### src/rtl/core/adl_pkg.sv
`timescale 1ns / 1ps
// Shared types and constants for the Adaline delta-rule neuron.
// No dependencies; used by the top level adaline_delta_rule_neuron.
package adl_pkg;

  // Default geometry of the retina and the fixed-point format.
  localparam int NUM_INPUTS_DEF = 48;
  localparam int FRAC_BITS_DEF  = 24;
  localparam int MAX_INPUTS     = 64;

  // Field widths.
  localparam int PIX_W      = 48;
  localparam int WIDX_W     = 6;
  localparam int WORD_W     = 32;
  localparam int RATE_W     = 16;
  localparam int TOL_W      = 31;
  localparam int CMD_W      = 2;
  localparam int CFG_ADDR_W = 2;
  localparam int CFG_DATA_W = 31;

  // Register reset values.
  localparam logic [RATE_W-1:0] RATE_RESET = RATE_W'(655);
  localparam logic [TOL_W-1:0]  TOL1_RESET = TOL_W'(1677722);
  localparam logic [TOL_W-1:0]  TOL0_RESET = TOL_W'(3355443);

  // Command codes.
  localparam logic [CMD_W-1:0] CMD_TRAIN = 2'd0;
  localparam logic [CMD_W-1:0] CMD_EVAL  = 2'd1;
  localparam logic [CMD_W-1:0] CMD_WRITE = 2'd2;

  // Configuration register indexes.
  localparam logic [CFG_ADDR_W-1:0] REG_RATE = 2'd0;
  localparam logic [CFG_ADDR_W-1:0] REG_TOL1 = 2'd1;
  localparam logic [CFG_ADDR_W-1:0] REG_TOL0 = 2'd2;

  typedef struct packed {
    logic [CMD_W-1:0]         cmd;
    logic [PIX_W-1:0]         pixels;
    logic                     target;
    logic [WIDX_W-1:0]        weight_index;
    logic signed [WORD_W-1:0] weight_value;
  } adl_in_t;

  typedef struct packed {
    logic signed [WORD_W-1:0] potential;
    logic signed [WORD_W-1:0] error;
    logic                     out_of_tolerance;
  } adl_out_t;

endpackage

### src/rtl/core/adaline_delta_rule_neuron.sv
`timescale 1ns / 1ps
// Adaline neuron trained by the LMS delta rule, weights held in one memory.
// Depends on adl_pkg for the item types, command codes and register defaults.
//
// Usage: items enter on in_valid/in_ready carrying a command. A train item
// sums the weights of the lit pixels, reports potential, error and the
// tolerance flag, then adds the rounded rate-times-error step to every lit
// weight with saturation. An evaluate item does the same without the update.
// A write item loads one weight and answers with all fields zero, as does
// the unused command code. Every item gives exactly one result item on
// out_valid/out_ready. Configuration must be written through cfg_we/cfg_addr/
// cfg_data while the block is idle; the block does not enforce this. No read-back.
//
// Timing: the weight memory has one read port and one write port and is
// swept one entry a cycle. One item is processed at a time; the next is
// accepted as soon as the previous result has been loaded into the output
// register, even if the receiver has not yet taken it. If the receiver
// stalls with a result still waiting, the finished item holds in its last
// stage. Reset (synchronous, active high) clears the per-weight valid bits,
// so all weights read as zero, restores the register defaults and empties
// the output.
module adaline_delta_rule_neuron #(
  parameter int NUM_INPUTS = adl_pkg::NUM_INPUTS_DEF,
  parameter int FRAC_BITS  = adl_pkg::FRAC_BITS_DEF
) (
  input  logic                           clk,
  input  logic                           rst,
  input  logic                           in_valid,
  output logic                           in_ready,
  input  adl_pkg::adl_in_t               in_data,
  output logic                           out_valid,
  input  logic                           out_ready,
  output adl_pkg::adl_out_t              out_data,
  input  logic                           cfg_we,
  input  logic [adl_pkg::CFG_ADDR_W-1:0] cfg_addr,
  input  logic [adl_pkg::CFG_DATA_W-1:0] cfg_data
);
  import adl_pkg::*;

  // Index and counter widths; the counter can hold NUM_INPUTS itself.
  localparam int IDX_W  = $clog2(NUM_INPUTS);
  localparam int CNT_W  = $clog2(NUM_INPUTS + 1);
  // The exact sum of all weights needs this many bits; the error one more.
  localparam int ACC_W  = WORD_W + 1 + $clog2(NUM_INPUTS);
  localparam int ERR_W  = ACC_W + 1;
  // Rate (made signed) times error.
  localparam int PROD_W = RATE_W + 1 + WORD_W;
  localparam int DLT_W  = PROD_W - RATE_W;
  localparam int UPD_W  = DLT_W + 1;

  localparam logic [CNT_W-1:0] CNT_N = CNT_W'(NUM_INPUTS);
  localparam logic signed [PROD_W-1:0] ROUND_HALF = PROD_W'(1) << (RATE_W - 1);
  localparam logic signed [ERR_W-1:0] ERR_MAX = {{(ERR_W-WORD_W+1){1'b0}}, {(WORD_W-1){1'b1}}};
  localparam logic signed [ERR_W-1:0] ERR_MIN = {{(ERR_W-WORD_W+1){1'b1}}, {(WORD_W-1){1'b0}}};
  localparam logic signed [UPD_W-1:0] UPD_MAX = {{(UPD_W-WORD_W+1){1'b0}}, {(WORD_W-1){1'b1}}};
  localparam logic signed [UPD_W-1:0] UPD_MIN = {{(UPD_W-WORD_W+1){1'b1}}, {(WORD_W-1){1'b0}}};

  typedef enum logic [2:0] {
    S_IDLE, S_SUM, S_SAT, S_MUL, S_RND, S_UPD, S_DONE
  } state_t;

  state_t state;

  // Configuration registers.
  logic [RATE_W-1:0] rate;
  logic [TOL_W-1:0]  tol_one;
  logic [TOL_W-1:0]  tol_zero;

  // Item registers.
  logic [CMD_W-1:0]         cmd_q;
  logic                     target_q;
  logic [NUM_INPUTS-1:0]    pix_q;
  logic [CNT_W-1:0]         cnt;
  logic signed [ACC_W-1:0]  acc;
  logic signed [WORD_W-1:0] pot_q;
  logic signed [WORD_W-1:0] err_q;
  logic                     flag_q;
  logic signed [PROD_W-1:0] prod_q;
  logic signed [DLT_W-1:0]  delta_q;

  // Weight memory with a valid bit per entry; an entry not yet written reads as zero.
  logic [WORD_W-1:0]     mem [NUM_INPUTS];
  logic [NUM_INPUTS-1:0] vld;
  logic [WORD_W-1:0]     rd_data;
  logic                  rd_vld;
  logic                  rd_lit;
  logic [IDX_W-1:0]      rd_idx;
  logic                  rd_pend;

  logic                     issue;
  logic [IDX_W-1:0]         rd_addr;
  logic signed [WORD_W-1:0] w_eff;
  logic                     mem_we;
  logic [IDX_W-1:0]         mem_wa;
  logic [WORD_W-1:0]        mem_wd;
  logic                     in_acc;
  logic                     widx_ok;
  logic [MAX_INPUTS-1:0]    pix_ext;

  logic signed [ERR_W-1:0]  acc_e;
  logic signed [ERR_W-1:0]  tgt_e;
  logic signed [ERR_W-1:0]  err_full;
  logic signed [WORD_W-1:0] pot_sat;
  logic signed [WORD_W-1:0] err_sat;
  logic [WORD_W:0]          err_mag;
  logic [TOL_W-1:0]         tol_sel;
  logic signed [PROD_W-1:0] prod_rnd;
  logic signed [UPD_W-1:0]  upd_sum;
  logic signed [WORD_W-1:0] upd_sat;

  assign in_ready = (state == S_IDLE);
  assign in_acc   = in_valid && in_ready;
  assign pix_ext  = {(MAX_INPUTS - PIX_W)'(0), in_data.pixels};
  assign widx_ok  = ((WIDX_W + 1)'(in_data.weight_index) < (WIDX_W + 1)'(NUM_INPUTS));

  // Both sweeps issue one read per cycle until the counter reaches the depth.
  assign issue   = ((state == S_SUM) || (state == S_UPD)) && (cnt < CNT_N);
  assign rd_addr = cnt[IDX_W-1:0];
  assign w_eff   = rd_vld ? $signed(rd_data) : '0;

  // Saturation of the exact sum and error, and the tolerance check.
  always_comb begin
    acc_e    = ERR_W'(acc);
    tgt_e    = target_q ? (ERR_W'(1) << FRAC_BITS) : '0;
    err_full = tgt_e - acc_e;
    if (acc_e > ERR_MAX) begin
      pot_sat = ERR_MAX[WORD_W-1:0];
    end else if (acc_e < ERR_MIN) begin
      pot_sat = ERR_MIN[WORD_W-1:0];
    end else begin
      pot_sat = acc_e[WORD_W-1:0];
    end
    if (err_full > ERR_MAX) begin
      err_sat = ERR_MAX[WORD_W-1:0];
    end else if (err_full < ERR_MIN) begin
      err_sat = ERR_MIN[WORD_W-1:0];
    end else begin
      err_sat = err_full[WORD_W-1:0];
    end
    err_mag = err_sat[WORD_W-1] ? ((WORD_W + 1)'(0) - (WORD_W + 1)'(err_sat))
                                : (WORD_W + 1)'(err_sat);
    tol_sel = target_q ? tol_one : tol_zero;
  end

  // Rounding of the step and the saturating weight update.
  always_comb begin
    prod_rnd = prod_q + ROUND_HALF;
    upd_sum  = UPD_W'(w_eff) + UPD_W'(delta_q);
    if (upd_sum > UPD_MAX) begin
      upd_sat = UPD_MAX[WORD_W-1:0];
    end else if (upd_sum < UPD_MIN) begin
      upd_sat = UPD_MIN[WORD_W-1:0];
    end else begin
      upd_sat = upd_sum[WORD_W-1:0];
    end
  end

  // Write port: a write item from idle, or the write-back of a lit weight.
  // The write-back goes to the entry whose read has just returned, while
  // the read port has moved on to the next entry, so the two never meet.
  always_comb begin
    mem_we = 1'b0;
    mem_wa = rd_idx;
    mem_wd = upd_sat;
    if (in_acc && (in_data.cmd == CMD_WRITE) && widx_ok) begin
      mem_we = 1'b1;
      mem_wa = in_data.weight_index[IDX_W-1:0];
      mem_wd = in_data.weight_value;
    end else if ((state == S_UPD) && rd_pend && rd_lit) begin
      mem_we = 1'b1;
    end
  end

  always_ff @(posedge clk) begin
    if (mem_we) begin
      mem[mem_wa] <= mem_wd;
    end
    if (issue) begin
      rd_data <= mem[rd_addr];
      rd_vld  <= vld[rd_addr];
      rd_lit  <= pix_q[rd_addr];
      rd_idx  <= rd_addr;
    end
  end

  always_ff @(posedge clk) begin
    if (rst) begin
      vld <= '0;
    end else if (mem_we) begin
      vld[mem_wa] <= 1'b1;
    end
  end

  // Sequencer (train): sum sweep, saturate, multiply, round, update sweep, deliver.
  always_ff @(posedge clk) begin
    if (rst) begin
      state     <= S_IDLE;
      out_valid <= 1'b0;
      rd_pend   <= 1'b0;
      cnt       <= '0;
      rate      <= RATE_RESET;
      tol_one   <= TOL1_RESET;
      tol_zero  <= TOL0_RESET;
    end else begin
      if (cfg_we) begin
        unique case (cfg_addr)
          REG_RATE: rate     <= cfg_data[RATE_W-1:0];
          REG_TOL1: tol_one  <= cfg_data[TOL_W-1:0];
          REG_TOL0: tol_zero <= cfg_data[TOL_W-1:0];
          default:  ;
        endcase
      end
      rd_pend <= issue;
      // The delivery stage reloads the output itself when the old result leaves.
      if (out_valid && out_ready && (state != S_DONE)) begin
        out_valid <= 1'b0;
      end
      unique case (state)
        S_IDLE: begin
          if (in_valid) begin
            cmd_q    <= in_data.cmd;
            target_q <= in_data.target;
            pix_q    <= pix_ext[NUM_INPUTS-1:0];
            cnt      <= '0;
            acc      <= '0;
            pot_q    <= '0;
            err_q    <= '0;
            flag_q   <= 1'b0;
            case (in_data.cmd)
              CMD_TRAIN, CMD_EVAL: state <= S_SUM;
              default:             state <= S_DONE;
            endcase
          end
        end
        S_SUM: begin
          if (issue) begin
            cnt <= cnt + CNT_W'(1);
          end
          if (rd_pend && rd_lit) begin
            acc <= acc + ACC_W'(w_eff);
          end
          // The last read returns in the cycle the counter reaches the depth.
          if (cnt == CNT_N) begin
            state <= S_SAT;
          end
        end
        S_SAT: begin
          pot_q  <= pot_sat;
          err_q  <= err_sat;
          flag_q <= (err_mag > (WORD_W + 1)'(tol_sel));
          state  <= (cmd_q == CMD_TRAIN) ? S_MUL : S_DONE;
        end
        S_MUL: begin
          prod_q <= $signed({1'b0, rate}) * err_q;
          state  <= S_RND;
        end
        S_RND: begin
          delta_q <= prod_rnd[PROD_W-1:RATE_W];
          cnt     <= '0;
          state   <= S_UPD;
        end
        S_UPD: begin
          if (issue) begin
            cnt <= cnt + CNT_W'(1);
          end
          if (cnt == CNT_N) begin
            state <= S_DONE;
          end
        end
        S_DONE: begin
          if (!out_valid || out_ready) begin
            out_valid                 <= 1'b1;
            out_data.potential        <= pot_q;
            out_data.error            <= err_q;
            out_data.out_of_tolerance <= flag_q;
            state                     <= S_IDLE;
          end
        end
        default: state <= S_IDLE;
      endcase
    end
  end

  // An accepted item leaves the block busy in the cycle that follows.
  a_busy_after_accept: assert property (@(posedge clk) disable iff (rst)
    in_acc |=> !in_ready)
    else $error("input accepted again right after an item");

  // The write-back never targets the entry being read in the same cycle.
  a_no_rmw_overlap: assert property (@(posedge clk) disable iff (rst)
    (state == S_UPD && mem_we && issue) |-> (mem_wa != rd_addr))
    else $error("weight write-back collides with a read");

  // Results appear only from the delivery stage.
  a_result_from_done: assert property (@(posedge clk) disable iff (rst)
    $rose(out_valid) |-> $past(state == S_DONE))
    else $error("result loaded outside the delivery stage");

  // Saturation follows only a completed sum sweep.
  a_sat_after_sum: assert property (@(posedge clk) disable iff (rst)
    (state == S_SAT) |-> ($past(state == S_SUM) && !rd_pend))
    else $error("sum used before the sweep finished");

  // Memory is written only from idle or during the update sweep.
  a_write_phase: assert property (@(posedge clk) disable iff (rst)
    mem_we |-> (state == S_IDLE || state == S_UPD))
    else $error("weight memory written in a wrong phase");

endmodule

### config.mk
export PLATFORM = sky130hd
export DESIGN_NAME = adaline_delta_rule_neuron
export DESIGN_NICKNAME = d
export VERILOG_FILES = /design/src/rtl/core/adl_pkg.sv /design/src/rtl/core/adaline_delta_rule_neuron.sv
export SDC_FILE = /design/constraint.sdc
export NUM_CORES = 2
export LEC_CHECK = 0
export BUFFER_PORTS_ARGS = -buffer_cell sky130_fd_sc_hd__buf_2
export CAP_MARGIN = 0
export CORE_MARGIN = 2
export CORE_UTILIZATION = 35
export CTS_CLUSTER_DIAMETER = 100
export DETAILED_ROUTE_END_ITERATION = 10
export SYNTH_ARGS = -nofsm -noshare
export SYNTH_HDL_FRONTEND = slang
export SYNTH_SLANG_ARGS = --single-unit
### constraint.sdc
create_clock -name clk -period 9.25 [get_ports clk]
set_input_delay 0 -clock clk [delete_from_list [all_inputs] [get_ports clk]]
set_output_delay 0 -clock clk [all_outputs]
set_load 0.01 [all_outputs]
* Word-level counts from Yosys, hierarchy flattened
Memories as Yosys holds them, arrays and structs flattened. A register that Yosys moved wholly into a read port is not among the register bits. Index checks and enable logic that the tools add are counted.
Storage, ports and cells: register bits after elaboration 447, memory bits (writable) 1536, input bits 127, output and inout port bits 67, word-level logic and storage cells 139, memories kept 1
Operators by class: add/sub/neg operators 6, multiply operators 1, order comparisons 12, equality and inequality tests 18, multiplexer cells 43, bitwise logic cells 2, reductions and logical operators 33
Memories:
- mem | words 48, bits a word 32, read ports 1, clocked after memory_dff 1, wr ports 1, line adaline_delta_rule_neuron.sv:82 | logic [WORD_W-1:0] mem [NUM_INPUTS];
Operators by type and width (count):
- $mux 32 | 9
- $pmux 32 s2 | 2
- $mux 39 | 2
- $pmux 39 s2 | 1
- $add 49x17->49 const B | 1
- $mul 17x32->49 | 1
- $or 48x48->48 | 1
- $gt 40x32->1 const B | 1
- $lt 40x32->1 const B | 1
- $sub 26x39->40 | 1
- $add 39x32->39 | 1
- $gt 39x32->1 const B | 1
- $lt 39x32->1 const B | 1
- $add 32x33->34 | 1
- $gt 34x32->1 const B | 1
- $lt 34x32->1 const B | 1
- $gt 33x31->1 | 1
- $mux 33 | 1
- $sub 1x32->33 const A | 1
- $mux 31 | 1
- $mux 25 | 1
- $pmux 3 s7 | 1
- $mux 3 | 6
- $mux 6 | 3
- other kinds (30) | 74

* Depth between registers and ports, before layout
word-level depth 10, mapped depth 28, gate-level depth less buffers 24

* Worst setup path after synthesis
No wires, ideal clock.
path kind flip-flop to flip-flop, start register err_q[15], end register prod_q[48] (data pin), library setup time 0.260 ns, arrival 6.047 ns, path slack 2.943 ns, stages on the path, launching flop included 23, buffers on the path 1, period minus slack after synthesis 6.307 ns, cell sequence edfxtp_1 clkbuf_1 nand2_1 fa_1 inv_1 fa_1 inv_1 fa_1 fa_1 fa_1 inv_1 fa_1 ha_1 o21ai_0 a21oi_1 and4_1 and3_1 o21ai_0 a21boi_0 a21oi_1 o21ai_0 a31oi_1 xnor2_1
Between the ends: cells in the longest elaborated chain, start to end 1
Ends and longest elaborated chain:
- from (decl) | line adaline_delta_rule_neuron.sv:76 | logic signed [WORD_W-1:0] err_q;
- from (signal assigned) | line adaline_delta_rule_neuron.sv:249 | err_q <= err_sat;
- $mul 17x32->49 | line adaline_delta_rule_neuron.sv:254 | prod_q <= $signed({1'b0, rate}) * err_q;
- to (signal assigned) | line adaline_delta_rule_neuron.sv:254
- to (decl) | line adaline_delta_rule_neuron.sv:78 | logic signed [PROD_W-1:0] prod_q;
No other way between the ends. A chain may end at the register's enable or synchronous reset.

* Final worst setup path
start register acc[0], end register flag_q (data pin)
Between the ends: cells in the longest elaborated chain, start to end 8, elaborated cells between the ends (all ways) 9, those cells by class add/sub: 2; order compare: 3; mux: 4
Ends and longest elaborated chain:
- from (decl) | line adaline_delta_rule_neuron.sv:74 | logic signed [ACC_W-1:0] acc;
- from (signal assigned) | line adaline_delta_rule_neuron.sv:240 | acc <= acc + ACC_W'(w_eff);
- $sub 26x39->40 * | line adaline_delta_rule_neuron.sv:125 | err_full = tgt_e - acc_e;
- $lt 40x32->1 | line adaline_delta_rule_neuron.sv:135 | end else if (err_full < ERR_MIN) begin
- $mux 32 | line adaline_delta_rule_neuron.sv:135
- $mux 32 * | line adaline_delta_rule_neuron.sv:133 | if (err_full > ERR_MAX) begin
- $sub 1x32->33 | line adaline_delta_rule_neuron.sv:140 | err_mag = err_sat[WORD_W-1] ? ((WORD_W + 1)'(0) - (WORD_W + 1)'(err_sat))
- $mux 33 * | line adaline_delta_rule_neuron.sv:140
- $gt 33x31->1 * | line adaline_delta_rule_neuron.sv:250 | flag_q <= (err_mag > (WORD_W + 1)'(tol_sel));
- $pmux 1 s2 * | line adaline_delta_rule_neuron.sv:218 | unique case (state)
- to (signal assigned) | line adaline_delta_rule_neuron.sv:250
- to (decl) | line adaline_delta_rule_neuron.sv:77 | logic flag_q;
Every way passes the cells marked *; elsewhere a longest branch is shown, timed or not.

==> run_results.csv <==
group,metric,value,unit
outcome,status,"finished, final reports clean",
drt,dr.pass1.iters,5,
synth,synth_commonest_cells,"edfxtp_1 (1863), nand2_1 (709), inv_1 (561)",
synth,synth_top_area_cell,"edfxtp_1",
critical_path,arrival,9160,ps
drt,finalWirelength,272,mm
grt,grt_pass1_vias,60082,
job,cap_violations,0,
synth,avgSynthCellArea,15.1,µm²
hold_path,worstHoldPathCells,4,
final_layout,final_util,0.407,
cts,clock_latency,930,ps
critical_path,reg2reg_from,"acc[0]",
synth,syn-num-nets,7466,
critical_path,cpMaxStageDelayCell,"ha_1",
synth,seq_area_frac_synth,0.588,
drt,ant_nets,0,
timing,fin_crit,8570,ps
synth,dominantRegCellSynth,"edfxtp_1",
final_layout,fin_nets,7887,
synth,yosys.area.top_type_share,0.561,
drt,viasPerCell,5.33,
floorplan,rows,195,
hold_path,holdCritStartpoint,"in_data[7]",
timing,rsz0062_at_grt,"no",
timing,drv_slew,0,
grt,antenna_found_initial,8,
hold_path,hold_path_end,"mem[41][7]",
synth,synth_area_leaders,"edfxtp_1 (56%), mux4_2 (12%), fa_1 (9.8%), ha_1 (2.8%), dfxtp_1 (2.7%)",
critical_path,path_delay_family,"compound AO/OA/AOI/OAI gates",
final_layout,area_delta_synth_final,15.4,%
hold_path,hold_path_class,"in -> reg",
drt,drt_iter0_drc,5603,
cts,cts_buffers,212,
final_layout,drive_gt1_frac,0.177,
critical_path,path_class,"reg -> reg",
cts,clk_path_buf_depth,4,
timing,hold_ws,43.9,ps
critical_path,cpPeakStageDelay,700,ps
cts,post_cts_buffers,0,
timing,fin_skew,113,ps
timing,max-slew-margin-rel,0.0248,
synth,synth_edf_count,1863,
critical_path,startpoint_type,"register",
floorplan,core-area,0.283,mm²
cts,cts.sinks,2000,
critical_path,cp.required,9840,ps
grt,grt_max_degree,115,
pwr,ir_drop,0.000558,V
synth,syn_inst,6626,
placed_design,portBuffers,193,
timing,fin_crit_sh,0.926,
floorplan,die_y,538,µm
timing,setup_viol,0,
timing,fmax,117,MHz
critical_path,path_cells,"inv_1, ha_1, nor3b_1, buf_4, nand3_1, o31a_1, or3_1, or4_1, a221o_1, buf_4, and2_1, o21ai_0, ha_1, inv_1, a221o_1, o311a_1, nor3_2, ha_1, a211oi_1, nand2_1, a2111oi_0, a21o_1, nand3_1",
grt,grt_pass1_wl,402,mm
timing,final.setup.tns,0,ps
grt,grt-ovfl-total,0,
timing,finalHoldViolations,0,
critical_path,reg2regPathDepth,23,
synth,yosysMostFrequentCell,"edfxtp_1",
cts,path_clk_slew,70,ps
critical_path,crit_top_cell,"ha_1",
timing,tightest_slew,1460,ps
floorplan,die_width,538,µm
critical_path,crit_fanout,33,
cts,htreeDepth,4,
synth,ys.warnings.count,0,
drt,vias,58379,
critical_path,critical_path_buf_inv_count,4,
floorplan,dieArea,0.289,mm²
cts,tritoncts,"yes",
floorplan,initial_utilization,0.353,
drt,routedWlPerCell,24.8,µm
synth,synth.distinct_cells,85,
pwr,p_leak,0.0393,µW
critical_path,endpoint_kind,"register",
synth,async_flop_share,0,
floorplan,ios,194,
drt,drc,0,
placed_design,routabilityCongestion,0.860,
synth,ys_ff_latch,2000,
pwr,power_density,324,mW/mm²
critical_path,reg2reg_to,"flag_q",
placed_design,dp_hpwl,173,mm
synth,synthesis.area,0.0997,mm²
critical_path,rrSetupSlack,680,ps
grt,grt.total_usage,0.187,
cts,clockRootBuffer,"clkbuf_16",
critical_path,crit_start,"acc[0]",
==> layer usage <==
metal / up-vias / track usage / share of wire
li1: 25128 / - / -
met1: 30679 / 0.248 / 0.41
met2: 2181 / 0.317 / 0.50
met3: 391 / 0.0258 / 0.065
met4: 0 / 0.0604 / 0.034
met5: - / 0 / 0
==> area by class of cell <==
type,instances,area [µm²]
fillers,25399,168000
flip-flops and latches,2000,58700
multi-input cells,3733,38600
clock buffers,265,5620
well taps,3743,4680
repair buffers,539,4180
inverters,561,2110
clock inverters,119,1200
diodes,2,5.00
==> layout by cell type, fill, tap and decap left out, types with 215 or more instances in the layout <==
cell	count
edfxtp_1	1863
fa_1	489
clkbuf_16	215
ha_1	224
a21oi_1	250
and2_1	231
nand2_1	709
inv_1	560
mux4_2	510
nor2_1	292
==> flip-flops by register name, indices dropped and copies added, names as in the netlist, 16 cells and up <==
register,flops
acc,39
delta_q,33
err_q,32
mem,1536
out_data,65
pix_q,48
pot_q,32
prod_q,34
rate,16
rd_data,32
tol_one,31
tol_zero,31
vld,48
==> where the power goes <==
part | switching, µW | internal (µW) | leakage [µW]
registers | 417 | 12400 | 0.0178
logic | 10100 | 5930 | 0.0181
clock network | 3600 | 4750 | 0.00331
total | 14100 | 23100 | 0.0393
==> cells by family (layout without fill, tap and decap cells) <==
family,after synthesis,in the layout,synth area share
AO/OA/AOI/OAI,639,639,0.0389
XOR/XNOR,156,156,0.0137
adder cells (fa/ha/maj),713,713,0.126
buffers and inverters,893,1484,0.0339
flip-flops,2000,2000,0.588
multiplexers,584,584,0.123
other,0,2,0
AND/OR/NAND/NOR,1641,1641,0.0763
==> timing repair <==
action | CTS | global route
hold endpoints to repair | 828 | 0
gates resized for setup | 0 | 0
hold buffers | 204 | 0
==> worst register-to-register path, delay by kind of cell (launching register included) <==
family / cells / cell delay, ps
buffers and inverters: 4 / 960
AO/OA/AOI/OAI: 8 / 3380
adder cells (fa/ha/maj): 3 / 1250
flip-flops: 1 / 660
AND/OR/NAND/NOR: 8 / 2010
==> worst max path at each step <==
stage,end,slack (ps),cells after the start
final,flag_q,680,23
after global routing,flag_q,410,23
after CTS,flag_q,900,23
after detailed placement,flag_q,960,23
after global placement,flag_q,1140,23
after floorplan,prod_q[48],2940,22
==> through the flow <==
step	cell area [µm²]	total power [µW]	instances	setup WS, ps
after global routing	115000	39700	10960	413
after detailed placement	106000	29100	10372	958
after CTS	115000	37700	10960	898
after floorplan	99700	23600	6626	2940
after global placement	106000	28800	10372	1140
final	115000	37300	10962	683
Power figures use the tool's default switching activity.
